<file path="src/design/rsil_pkg.sv">
`timescale 1ns / 1ps
// ----------------------------------------------------------------------------
// rsil_pkg
// Types and constants shared by the range set cells and the top level.
// ----------------------------------------------------------------------------
package rsil_pkg;

  localparam int unsigned CpW          = 21;
  localparam int unsigned DefMaxRanges = 16;
  localparam logic [CpW-1:0] EndLimit  = 21'h1FFFFF;

  typedef enum logic {
    OP_INSERT = 1'b0,
    OP_LOOKUP = 1'b1
  } op_e;

  typedef struct packed {
    logic           opcode;
    logic [CpW-1:0] code_point;
    logic [CpW-1:0] span_length;
  } req_t;

  typedef struct packed {
    logic           found;
    logic [3:0]     range_slot;
    logic [CpW-1:0] offset_in_range;
    logic           table_full;
    logic [4:0]     ranges_used;
  } rsp_t;

  typedef enum logic [1:0] {
    ST_IDLE,
    ST_SCAN,
    ST_SHIFT,
    ST_DONE
  } state_e;

  // Per-cell command for each cycle of the shift pass.
  typedef struct packed {
    logic shift_up;    // take the left neighbor's entry
    logic shift_down;  // take the right neighbor's entry
    logic load;        // take the merged or new range
  } cell_ctl_t;

endpackage

</file>
<file path="src/design/range_set_insert_lookup.sv">
`timescale 1ns / 1ps
// ----------------------------------------------------------------------------
// range_set_insert_lookup
// Sorted set of disjoint code-point ranges with union insert and lookup.
// ----------------------------------------------------------------------------
//  channel | direction | handshake        | payload
//  req     | in        | req_valid/ready  | req_t (opcode, code_point, length)
//  rsp     | out       | rsp_valid/ready  | rsp_t (found .. ranges_used)
//
// One request at a time. The controller scans entries with one comparator a
// cycle. An insert then either opens a slot by moving the whole tail up at
// once and loading the new range in the next cycle, or closes absorbed gaps
// one position per cycle. The response register holds until taken; a new
// request is accepted once the previous response is out. Reset clears the
// entry count and control; cell contents start undefined.
// ----------------------------------------------------------------------------
module range_set_insert_lookup
  import rsil_pkg::*;
#(
  parameter int unsigned MAX_RANGES = DefMaxRanges
) (
  input  logic clk_i,
  input  logic rst_ni,
  input  logic req_valid_i,
  output logic req_ready_o,
  input  req_t req_i,
  input  logic rsp_ready_i,
  output logic rsp_valid_o,
  output rsp_t rsp_o
);

  localparam int unsigned IdxW = $clog2(MAX_RANGES);
  localparam int unsigned CntW = $clog2(MAX_RANGES + 1);

  state_e state_q, state_d;

  logic [CntW-1:0] count_q, count_d;
  logic [CntW-1:0] ptr_q, ptr_d;      // scan pointer
  logic [CntW-1:0] first_q, first_d;  // i: first entry reaching the start
  logic            have_first_q, have_first_d;
  logic [CntW-1:0] moves_q, moves_d;  // shift steps left to do
  logic            op_q;
  logic [CpW-1:0]  s_q, e_q, cp_q;
  logic [CpW-1:0]  new_s_q, new_s_d, new_e_q, new_e_d;
  logic            mode_up_q, mode_up_d;  // open a slot vs. compact
  rsp_t            rsp_q, rsp_d;
  logic            rsp_v_q, rsp_v_d;

  logic [CpW-1:0] st [MAX_RANGES];
  logic [CpW-1:0] en [MAX_RANGES];
  cell_ctl_t      ctl [MAX_RANGES];

  // Cell row: each entry talks only to its neighbors.
  for (genvar g = 0; g < MAX_RANGES; g++) begin : g_cell
    localparam int unsigned L = (g == 0) ? 0 : g - 1;
    localparam int unsigned R = (g == MAX_RANGES - 1) ? g : g + 1;
    rsil_cell u_cell (
      .clk_i        (clk_i),
      .ctl_i        (ctl[g]),
      .left_start_i (st[L]),
      .left_end_i   (en[L]),
      .right_start_i(st[R]),
      .right_end_i  (en[R]),
      .load_start_i (new_s_q),
      .load_end_i   (new_e_q),
      .start_o      (st[g]),
      .end_o        (en[g])
    );
  end

  // Request end clipped to the code space.
  logic [CpW:0]   sum_w;
  logic [CpW-1:0] e_clip;
  assign sum_w  = {1'b0, req_i.code_point} + {1'b0, req_i.span_length};
  assign e_clip = (sum_w > {1'b0, EndLimit}) ? EndLimit : sum_w[CpW-1:0];

  logic [IdxW-1:0] pidx;
  logic [CpW-1:0]  cs, ce;
  logic            in_range;
  assign pidx = ptr_q[IdxW-1:0];
  assign cs   = st[pidx];
  assign ce   = en[pidx];
  assign in_range = ptr_q < count_q;

  assign req_ready_o = (state_q == ST_IDLE) && !rsp_v_q;
  assign rsp_valid_o = rsp_v_q;
  assign rsp_o       = rsp_q;

  // Next state.
  always_comb begin
    state_d = state_q;
    unique case (state_q)
      ST_IDLE:  if (req_valid_i && req_ready_o) state_d = ST_SCAN;
      ST_SCAN: begin
        if (op_q == OP_LOOKUP) begin
          if (!in_range || (cp_q >= cs && cp_q < ce)) state_d = ST_DONE;
        end else if (e_q <= s_q) begin
          state_d = ST_DONE;
        end else if (!in_range || (have_first_q && cs > e_q)) begin
          state_d = ST_SHIFT;
        end
      end
      ST_SHIFT: if (moves_q == '0) state_d = ST_DONE;
      ST_DONE:  state_d = ST_IDLE;
      default:  state_d = ST_IDLE;
    endcase
  end

  // Datapath and outputs.
  always_comb begin
    count_d      = count_q;
    ptr_d        = ptr_q;
    first_d      = first_q;
    have_first_d = have_first_q;
    moves_d      = moves_q;
    new_s_d      = new_s_q;
    new_e_d      = new_e_q;
    mode_up_d    = mode_up_q;
    rsp_d        = rsp_q;
    rsp_v_d      = rsp_v_q;
    for (int c = 0; c < MAX_RANGES; c++) ctl[c] = '0;

    if (rsp_v_q && rsp_ready_i) rsp_v_d = 1'b0;

    unique case (state_q)
      ST_IDLE: begin
        ptr_d        = '0;
        have_first_d = 1'b0;
        // Hold the waiting response; clear only when a new request comes in.
        if (req_valid_i && req_ready_o) rsp_d = '0;
      end
      ST_SCAN: begin
        if (op_q == OP_LOOKUP) begin
          if (in_range && cp_q >= cs && cp_q < ce) begin
            rsp_d.found           = 1'b1;
            rsp_d.range_slot      = 4'(ptr_q);
            rsp_d.offset_in_range = cp_q - cs;
          end
          ptr_d = ptr_q + 1'b1;
        end else if (e_q > s_q) begin
          if (in_range && !have_first_q && ce >= s_q) begin
            // First touching candidate: may still not overlap.
            have_first_d = 1'b1;
            first_d      = ptr_q;
            new_s_d      = (cs < s_q) ? cs : s_q;
            new_e_d      = (ce > e_q) ? ce : e_q;
            if (cs > e_q) begin
              // Gap before this entry: plain insert here.
              new_s_d   = s_q;
              new_e_d   = e_q;
              mode_up_d = 1'b1;
              moves_d   = count_q - ptr_q;
            end
            ptr_d = ptr_q + 1'b1;
          end else if (in_range && !have_first_q) begin
            // Entry ends before the new start: skip it.
            ptr_d = ptr_q + 1'b1;
          end else if (in_range && have_first_q && cs <= e_q) begin
            if (ce > new_e_q) new_e_d = ce;
            ptr_d = ptr_q + 1'b1;
          end else if (!have_first_q) begin
            // Reached the end without a candidate: append.
            first_d   = count_q;
            new_s_d   = s_q;
            new_e_d   = e_q;
            mode_up_d = 1'b1;
            moves_d   = '0;
          end
          // Leaving the scan with a merge group first .. ptr-1.
          if (have_first_q && !mode_up_q && (!in_range || cs > e_q)) begin
            moves_d = ptr_q - first_q - 1'b1;
          end
        end
      end
      ST_SHIFT: begin
        if (mode_up_q) begin
          if (count_q == CntW'(MAX_RANGES)) begin
            rsp_d.table_full = 1'b1;
            moves_d          = '0;
          end else if (moves_q != '0) begin
            for (int c = 1; c < MAX_RANGES; c++)
              if (CntW'(c) > first_q && CntW'(c) <= count_q) ctl[c].shift_up = 1'b1;
            moves_d = '0;
          end else begin
            ctl[first_q[IdxW-1:0]].load = 1'b1;
            count_d = count_q + 1'b1;
          end
        end else begin
          ctl[first_q[IdxW-1:0]].load = 1'b1;
          if (moves_q != '0) begin
            // Advance entries after the group down by one, one step a cycle.
            for (int c = 0; c < MAX_RANGES - 1; c++)
              if (CntW'(c) > first_q && CntW'(c) < count_q - 1'b1)
                ctl[c].shift_down = 1'b1;
            count_d = count_q - 1'b1;
            moves_d = moves_q - 1'b1;
          end
        end
      end
      ST_DONE: begin
        rsp_d.ranges_used = 5'(count_q);
        rsp_v_d           = 1'b1;
      end
      default: ;
    endcase
  end

  always_ff @(posedge clk_i or negedge rst_ni) begin
    if (!rst_ni) begin
      state_q      <= ST_IDLE;
      count_q      <= '0;
      rsp_v_q      <= 1'b0;
      ptr_q        <= '0;
      have_first_q <= 1'b0;
      moves_q      <= '0;
      mode_up_q    <= 1'b0;
    end else begin
      state_q      <= state_d;
      count_q      <= count_d;
      rsp_v_q      <= rsp_v_d;
      ptr_q        <= ptr_d;
      have_first_q <= have_first_d;
      moves_q      <= moves_d;
      mode_up_q    <= (state_q == ST_IDLE) ? 1'b0 : mode_up_d;
    end
  end

  always_ff @(posedge clk_i) begin
    first_q <= first_d;
    new_s_q <= new_s_d;
    new_e_q <= new_e_d;
    rsp_q   <= rsp_d;
    if (req_valid_i && req_ready_o) begin
      op_q <= req_i.opcode;
      s_q  <= req_i.code_point;
      cp_q <= req_i.code_point;
      e_q  <= e_clip;
    end
  end

  // Count never exceeds the table depth.
  a_count_bound: assert property (@(posedge clk_i) disable iff (!rst_ni)
    count_q <= CntW'(MAX_RANGES)) else $error("entry count overflow");

  // A lookup never changes the count.
  a_lookup_count: assert property (@(posedge clk_i) disable iff (!rst_ni)
    (state_q == ST_SCAN && op_q == OP_LOOKUP) |=> $stable(count_q))
    else $error("lookup changed count");

  // No new request while a response waits.
  a_one_outstanding: assert property (@(posedge clk_i) disable iff (!rst_ni)
    rsp_v_q |-> !req_ready_o) else $error("request taken with response pending");

endmodule

</file>
<file path="src/design/rsil_cell.sv">
`timescale 1ns / 1ps
// ----------------------------------------------------------------------------
// rsil_cell
// One table entry: holds a range start and end, shifts with its neighbors.
// ----------------------------------------------------------------------------
module rsil_cell
  import rsil_pkg::*;
(
  input  logic           clk_i,
  input  cell_ctl_t      ctl_i,
  input  logic [CpW-1:0] left_start_i,
  input  logic [CpW-1:0] left_end_i,
  input  logic [CpW-1:0] right_start_i,
  input  logic [CpW-1:0] right_end_i,
  input  logic [CpW-1:0] load_start_i,
  input  logic [CpW-1:0] load_end_i,
  output logic [CpW-1:0] start_o,
  output logic [CpW-1:0] end_o
);

  logic [CpW-1:0] start_q, end_q;

  always_ff @(posedge clk_i) begin
    if (ctl_i.load) begin
      start_q <= load_start_i;
      end_q   <= load_end_i;
    end else if (ctl_i.shift_up) begin
      start_q <= left_start_i;
      end_q   <= left_end_i;
    end else if (ctl_i.shift_down) begin
      start_q <= right_start_i;
      end_q   <= right_end_i;
    end
  end

  assign start_o = start_q;
  assign end_o   = end_q;

endmodule

</file>
<file path="config.mk">
export PLATFORM = sky130hd
export DESIGN_NAME = range_set_insert_lookup
export DESIGN_NICKNAME = d
export VERILOG_FILES = /design/src/design/rsil_pkg.sv /design/src/design/range_set_insert_lookup.sv /design/src/design/rsil_cell.sv
export SDC_FILE = /design/constraint.sdc
export NUM_CORES = 2
export LEC_CHECK = 0
export BUFFER_PORTS_ARGS = -buffer_cell sky130_fd_sc_hd__buf_2
export CAP_MARGIN = 25
export CORE_MARGIN = 2
export CORE_UTILIZATION = 30
export DETAILED_ROUTE_END_ITERATION = 10
export SLEW_MARGIN = 20
export SYNTH_ARGS = -nofsm -noshare
export SYNTH_HDL_FRONTEND = slang
export SYNTH_SLANG_ARGS = --single-unit
</file>
<file path="constraint.sdc">
create_clock -name clk_i -period 9.8 [get_ports clk_i]
set_input_delay 0.49 -clock clk_i [delete_from_list [all_inputs] [get_ports clk_i]]
set_output_delay 0.49 -clock clk_i [all_outputs]
set_load 0.005 [all_outputs]
</file>
After elaboration in Yosys (flattened, before gate mapping)
Cells that the tools add are included.

Output and inout port bits: 34. Register bits after elaboration: 814. Word-level logic and storage cells: 499. Input port bits: 47.

Bitwise gates (word level): 3. Add/sub/neg operators: 9. $lt $le $gt $ge: 61. Reductions and logical operators: 89. Equal/unequal tests: 36. Mux-type cells: 251.

Operator list (number): 21-bit two-way mux (111); 21-bit binary-select mux with 4-bit select (2); 5-bit two-way mux (25); 48-bit two-way mux (2); 1-bit two-way mux (93); 21-bit greater-than comparator (4); 26-bit two-way mux (2); 26-bit case mux with 2 select lines (1); 46-bit two-way mux (1); 1-bit logical AND (44); 21-bit greater-or-equal comparator (2); 21-bit less-or-equal comparator (2); 21-bit less-than comparator (2); 3-bit nonzero test (14); 4-bit by 5-bit greater-than comparator with 1-bit output (first input constant) (8); 4-bit by 5-bit less-or-equal comparator with 1-bit output (first input constant) (8); 4-bit by 5-bit less-than comparator with 1-bit output (first input constant) (7); 32-bit two-way mux (1); 5-bit case mux with 2 select lines (3); 2-bit inequality test (second input constant) (12); 21-bit by 21-bit adder with 22-bit output (1); 22-bit by 21-bit greater-than comparator with 1-bit output (second input constant) (1); 21-bit subtractor (1); 3-bit by 5-bit greater-than comparator with 1-bit output (first input constant) (4); other kinds (41) (98).

Logic depth before layout (Yosys ltp)
Depth after elaboration: 13. Mapped depth: 17. Gate-level depth less buffers: 13.

By module
A second synthesis with hierarchy kept.

Cells, all modules: 4402. Area, all modules: 51318.0 um^2.

By module, submodules not included: rsil_cell (cells each 183, instances 16, area each 2193.4 um^2); range_set_insert_lookup (cells each 1474, instances 1, area each 16224.3 um^2).

Least setup slack after synthesis
OpenSTA, ideal clock, no wires.

Path kind: reg-to-reg. From: register count_q[0]. To: register g_cell[2].u_cell.end_q[0] (enable). Path buffers: 2. Setup slack: 2.539 ns. Stages on the path, launching flop included: 11. Data required time: 9.213 ns. Setup time: 0.587 ns. Data arrival time: 6.673 ns. Path through: dfrtp_1 clkbuf_1 clkinv_1 ha_1 clkbuf_1 nand2_1 xnor2_1 nor2_1 nand2_1 nor2_1 o311ai_0.

Cells in the longest elaborated chain, start to end: 8. Elaborated cells on any way between the ends: 14.

RTL lines: start: declaration (RTL line range_set_insert_lookup.sv:37) `logic [CntW-1:0] count_q, count_d;`; start signal: assignment (RTL line range_set_insert_lookup.sv:219) `count_q <= count_d;`; 5-bit by 1-bit subtractor with 5-bit output / 2-bit by 5-bit less-or-equal comparator with 1-bit output (equally long branches) (RTL line range_set_insert_lookup.sv:193, range_set_insert_lookup.sv:182); 2-bit by 5-bit less-than comparator with 1-bit output / 1-bit logical AND (equally long branches) (RTL line range_set_insert_lookup.sv:193, range_set_insert_lookup.sv:182); 1-bit logical AND / 1-bit two-way mux (equally long branches) (RTL line range_set_insert_lookup.sv:193, range_set_insert_lookup.sv:182); 1-bit two-way mux, on equally long branches (RTL line range_set_insert_lookup.sv:193, range_set_insert_lookup.sv:180); 1-bit two-way mux / 46-bit two-way mux (equally long branches) (RTL line range_set_insert_lookup.sv:190, range_set_insert_lookup.sv:177); 48-bit two-way mux * (RTL line range_set_insert_lookup.sv:176) `if (mode_up_q) begin`; 48-bit two-way mux * (RTL line range_set_insert_lookup.sv:125) `unique case (state_q)`; 3-bit nonzero test (no source line) *; end signal: assignment (RTL line rsil_cell.sv:26) `end_q <= load_end_i;`; end signal: assignment (RTL line rsil_cell.sv:29) `end_q <= left_end_i;`; end signal: assignment (RTL line rsil_cell.sv:32) `end_q <= right_end_i;`; end: declaration (RTL line rsil_cell.sv:21) `logic [CpW-1:0] start_q, end_q;`.

Mark *: on every way between the ends. The rest lies on a longest branch, timed or not. A chain may end at the register's enable or synchronous reset.

Final worst setup path
From: register ptr_q[1]. To: register new_e_q[5] (data pin).

Cells in the longest elaborated chain, start to end: 9. Elaborated cells on any way between the ends: 22.

RTL lines: start: declaration (RTL line range_set_insert_lookup.sv:38) `logic [CntW-1:0] ptr_q, ptr_d;`; start signal: assignment (RTL line range_set_insert_lookup.sv:221) `ptr_q <= ptr_d;`; 4-bit inverter with 5-bit output (not written as such) (RTL line range_set_insert_lookup.sv:81, range_set_insert_lookup.sv:82); 21-bit binary-select mux with 4-bit select (RTL line range_set_insert_lookup.sv:81) `assign cs = st[pidx];`; 21-bit two-way mux (not written as such) (2 in a row) (RTL line range_set_insert_lookup.sv:81); 21-bit less-or-equal comparator (RTL line range_set_insert_lookup.sv:158) `end else if (in_range && have_first_q && cs <= e_q) begin`; 1-bit logical AND (RTL line range_set_insert_lookup.sv:158); 21-bit two-way mux (RTL line range_set_insert_lookup.sv:158); 21-bit two-way mux (RTL line range_set_insert_lookup.sv:155) `end else if (in_range && !have_first_q) begin`; 21-bit two-way mux * (RTL line range_set_insert_lookup.sv:141) `if (in_range && !have_first_q && ce >= s_q) begin`; end signal: assignment (RTL line range_set_insert_lookup.sv:231) `new_e_q <= new_e_d;`; end: declaration (RTL line range_set_insert_lookup.sv:44) `logic [CpW-1:0] new_s_q, new_s_d, new_e_q, new_e_d;`.

Mark *: on every way between the ends. The rest lies on a longest branch, timed or not. The select of a mux whose other input is x is not followed.

==> flow_results.org <==
** Yosys
- The average instance in the mapped netlist occupies 11.6 sq um.
- Async set or reset register ratio after synthesis :: 0.0246
- Number of enable flip-flop cells after synthesis :: 794
- The share of the Yosys chip area taken by registers is 0.491.
- The synthesized design contains 814 register bits.
- The netlist uses 79 different library cells.
- Counting every net in the synthesized netlist gives 4494.
- Gate count of the mapped netlist :: 4276
- After synthesis the cells add up to 49500 sq um.
- Synth warn :: 0
- In the synthesized netlist the dominant register cell turns out to be sky130_fd_sc_hd__edfxtp_1.

** Drt
- Before antenna repair, the detailed router went through 7 iterations.
- In the routed design, unresolved DRC markers number 0.
- Via-per-instance ratio :: 5.72
- Wire length reported by the detailed router :: 180000 microns
- Across all layers, the routed design uses 37062 vias.
- Per-cell routed wire length :: 27.8 microns
- For this block, the initial DRC count from the detailed router was 5017.
- Post-detailed-route count of antenna-violating nets :: 0

** Worst setup path
- Cell breakdown of the critical path :: buf_12, mux4_2, mux4_2, ha_1, nand3_1, o21ai_0, a21oi_1, or3_1, a21oi_1, a31o_2, mux2_4
- Together, buffers and inverters on the worst path number 1.
- The slowest stage of the critical path is the sky130_fd_sc_hd__dfrtp_4 cell.
- Max Fanout on Critical Path :: 116
- Critical path class :: reg2reg
- Delay of the slowest cell on the worst path :: 1100 ps
- The critical path runs through a total of 11 cells.
- Measured in cells, the most critical reg-to-reg path has a length of 11.
- Critical Path Source Type :: flip-flop
- For the worst setup path, the data required time is 10230 ps.
- On the critical path the largest part of the delay comes from compound AO/OA/AOI/OAI gates.
- STA puts the critical path data arrival time at 6990 ps.
- Crit path capture type :: flip-flop

** Clocking
- Worst-skew pair later-pin latency :: 700 ps
- TritonCTS built the clock tree.
- In this run the clock root is driven by a sky130_fd_sc_hd__clkbuf_16.
- After clock tree synthesis, the clock-pin slew on the worst setup and hold paths is 60 ps.
- Maximum buffer depth of the clock tree :: 3
- Number of CTS-inserted buffers :: 91
- The number of setup buffers added after CTS is 0.
- Depth of the CTS H-tree :: 3
- Clock tree synthesis found a total of 814 sinks.

** Die
- During I/O placement, the number of pins put on the boundary was 81.
- The initial utilization of the core area, before any placement, comes to 0.301.
- Number of placement rows :: 149
- Die area :: 168000 sq um
- In this run the standard cell core region covers 164000 sq um.
- The floorplan step set the die height to 410 microns.
- Measured along the x axis, the die boundary spans 410 microns.

** STA
- Worst slew margin relative to its limit :: 0.224
- Shortest clock period the worst path allows after layout :: 6560 ps
- Unrepaired setup endpoints after global routing :: no
- Clock skew on the completed layout was measured at 51.3 ps.
- Hold slack final :: 12.3 ps
- Setup violations remaining at the end of the flow were counted as 0.
- After routing, the total negative slack on setup checks comes to 0 ps.
- The number of pins exceeding their max-slew limit in the final report was 0.
- Transition time at the pin with the least slew margin :: 1160 ps
- For this run, the top clock speed supported by timing is 0.153 GHz.
- Endpoints failing hold :: 0
- Dividing the final minimum period by the clock period gives 0.669.

** Power
- Of the total power, the share spent switching nets is 0.363.
- Of the total power, the clock network draws 0.274.
- Reg power frac :: 0.375
- Power Dens Cells :: 241 nW/um^2
- Switch Pwr :: 0.00486 W
- IR analysis of the VDD net gives a maximum drop of 0.000156 V.
- Of the total power, combinational logic draws 0.351.
- For this design the static power due to leakage is 19.2 nW.
- Total internal power :: 0.00854 W

** Layout
- Fin nets :: 4436
- Area Growth Syn to Fin :: 12.1%
- Number of standard cells in the final layout excluding fillers :: 6478
- Measured on the finished design, the core utilization comes to 0.338.
- Fraction of final layout cells with drive strength greater than 1 :: 0.148
- The repair_antennas step left the layout with diodes totalling 0.

** Global route
- Overall overflow remaining after global route :: 0
- Wire length of the first global-routing pass :: 254000 microns
- The initial antenna violation count is 3.
- GRT Overall Usage :: 0.207
- Number of global-route vias before repair :: 35118
- Entering global routing, the biggest net connects 117 pins.

** Status
- The flow ran to the end, and the final reports show no timing, DRC or antenna violations.

** Worst hold path
- Min-Delay Path Class :: in2reg
- Along the worst hold path, the cell count comes to 2.

** Placement
- Detailed placement ended at an HPWL of 107000 microns.
- Dpl cells :: 6297
- IO buf count :: 80
- Final GP Congestion :: 0.989

** Flow run
- Max-cap violations in this run came to 0.
==> cell type report <==
cell class,count,area [sq um]
timing repair buffer,170,1150
clock buffer,109,2410
inverter,126,475
multi-input combinational,3015,23700
fill,16189,109000
tap,2189,2740
sequential,814,24400
clock inverter,55,688
==> sequential cells by signal (all words and copies together), names as in the netlist <==
name                   cells
state_q                    2
rsp_o                     32
ptr_q                      5
e_q                       21
moves_q                    5
first_q                    5
rsp_valid_o                1
have_first_q               1
g_cell.u_cell.end_o      336
new_s_q                   21
g_cell.u_cell.start_o    336
op_q                       1
new_e_q                   21
count_q                    5
mode_up_q                  1
cp_q                      21
==> metal layers <==
| metal | track usage | part of all wire | vias to the layer above |
|---|---|---|---|
| met5 | 0 | 0 | - |
| met2 | 0.327 | 0.45 | 2400 |
| met1 | 0.269 | 0.38 | 18194 |
| li1 | - | - | 15921 |
| met3 | 0.0409 | 0.11 | 547 |
| met4 | 0.105 | 0.060 | 0 |
==> cell usage after synthesis, types with 5 or more instances <==
cell                       count  area, sq um
sky130_fd_sc_hd__nor2b_1      12         75.1
sky130_fd_sc_hd__a211o_1       5         43.8
sky130_fd_sc_hd__xnor2_1      26          228
sky130_fd_sc_hd__o21bai_1      8         60.1
sky130_fd_sc_hd__o21a_1       11         82.6
sky130_fd_sc_hd__buf_6         5         56.3
sky130_fd_sc_hd__mux2_4       19          285
sky130_fd_sc_hd__nor2_1      692         2600
sky130_fd_sc_hd__nor4_1        7         43.8
sky130_fd_sc_hd__and2_1       10         62.6
sky130_fd_sc_hd__a211oi_1     13         97.6
sky130_fd_sc_hd__dfrtp_1      20          500
sky130_fd_sc_hd__buf_1        29          109
sky130_fd_sc_hd__inv_1       123          462
sky130_fd_sc_hd__nand2_1     148          556
sky130_fd_sc_hd__a21o_1       32          240
sky130_fd_sc_hd__o211ai_1      9         67.6
sky130_fd_sc_hd__o21ai_0     103          515
sky130_fd_sc_hd__mux2_2       46          518
sky130_fd_sc_hd__nor3_1       30          150
sky130_fd_sc_hd__nand3_1      31          155
sky130_fd_sc_hd__a221oi_1      5         43.8
sky130_fd_sc_hd__mux4_2      210         4730
sky130_fd_sc_hd__nand2b_1     14         87.6
sky130_fd_sc_hd__clkbuf_1    195          732
sky130_fd_sc_hd__or3_1         7         43.8
sky130_fd_sc_hd__nand4_1      22          138
sky130_fd_sc_hd__ha_1        167         2090
sky130_fd_sc_hd__buf_2        91          455
sky130_fd_sc_hd__a31oi_1      15         93.8
sky130_fd_sc_hd__edfxtp_1    794        23800
sky130_fd_sc_hd__xor2_1       19          166
sky130_fd_sc_hd__and3_1        6         37.5
sky130_fd_sc_hd__mux2i_1     613         6140
sky130_fd_sc_hd__a21oi_1     662         3310
==> kinds of logic (layout without fill, tap and decap cells) <==
| logic type | count (synthesis) | after routing | share of synthesized area |
|---|---|---|---|
| AND/OR/NAND/NOR | 998 | 998 | 0.0832 |
| buffers and inverters | 447 | 460 | 0.0370 |
| AO/OA/AOI/OAI | 912 | 912 | 0.101 |
| multiplexers | 889 | 889 | 0.236 |
| flip-flops | 814 | 814 | 0.491 |
| adder cells (fa/ha/maj) | 171 | 171 | 0.0438 |
| XOR/XNOR | 45 | 45 | 0.00796 |
==> final timing paths <==
path / startpoint / to / slack (ps)
max: ptr_q[1] / new_e_q[5] / 3240
min: rsp_ready_i / rsp_valid_o / 10
max reg2reg: ptr_q[1] / new_e_q[5] / 3240
min reg2reg: moves_q[1] / moves_q[1] / 560
max in group asynchronous: rst_ni / ptr_q[0] / 8970
min in group asynchronous: rst_ni / moves_q[4] / 390
==> power by group through the flow <==
stage,clock (W),combinational (W),sequential (W)
global route,0.00381,0.00501,0.00506
floorplan,0,0.00328,0.00477
global placement,0,0.00451,0.00507
CTS,0.00369,0.00460,0.00501
detailed placement,0,0.00458,0.00507
finish,0.00367,0.00470,0.00502
==> layout by cell type, fill, tap and decap left out, types with 70 or more instances in the layout <==
| cell type | Yosys | final |
|---|---|---|
| sky130_fd_sc_hd__edfxtp_1 | 794 | 794 |
| sky130_fd_sc_hd__inv_1 | 123 | 121 |
| sky130_fd_sc_hd__a21oi_1 | 662 | 661 |
| sky130_fd_sc_hd__buf_2 | 91 | 81 |
| sky130_fd_sc_hd__o21ai_0 | 103 | 100 |
| sky130_fd_sc_hd__ha_1 | 167 | 167 |
| sky130_fd_sc_hd__mux2i_1 | 613 | 613 |
| sky130_fd_sc_hd__nor2_1 | 692 | 691 |
| sky130_fd_sc_hd__buf_4 | 1 | 70 |
| sky130_fd_sc_hd__clkbuf_16 | 0 | 94 |
| sky130_fd_sc_hd__mux4_2 | 210 | 210 |
| sky130_fd_sc_hd__nand2_1 | 148 | 127 |
==> timing repair <==
action,CTS,global route
endpoints found under the hold margin,32,3
gates resized for setup,0,0
hold buffers,13,3
==> worst reg2reg max path, cell delays in order (launching register included) <==
cell,delay (ps)
sky130_fd_sc_hd__dfrtp_4,1100
sky130_fd_sc_hd__buf_12,600
sky130_fd_sc_hd__mux4_2,670
sky130_fd_sc_hd__mux4_2,590
sky130_fd_sc_hd__ha_1,370
sky130_fd_sc_hd__nand3_1,140
sky130_fd_sc_hd__o21ai_0,560
sky130_fd_sc_hd__a21oi_1,200
sky130_fd_sc_hd__or3_1,640
sky130_fd_sc_hd__a21oi_1,280
sky130_fd_sc_hd__a31o_2,780
sky130_fd_sc_hd__mux2_4,390
==> stage by stage <==
step | area (sq um) | setup slack, ps | power (W)
after floorplan | 49500 | 2540 | 0.00805
after global placement | 52200 | 3580 | 0.00958
after detailed placement | 52300 | 3480 | 0.00966
after CTS | 55500 | 3450 | 0.0133
after global routing | 55500 | 3120 | 0.0139
final | 55500 | 3240 | 0.0134
Power figures use the tool's default switching activity.
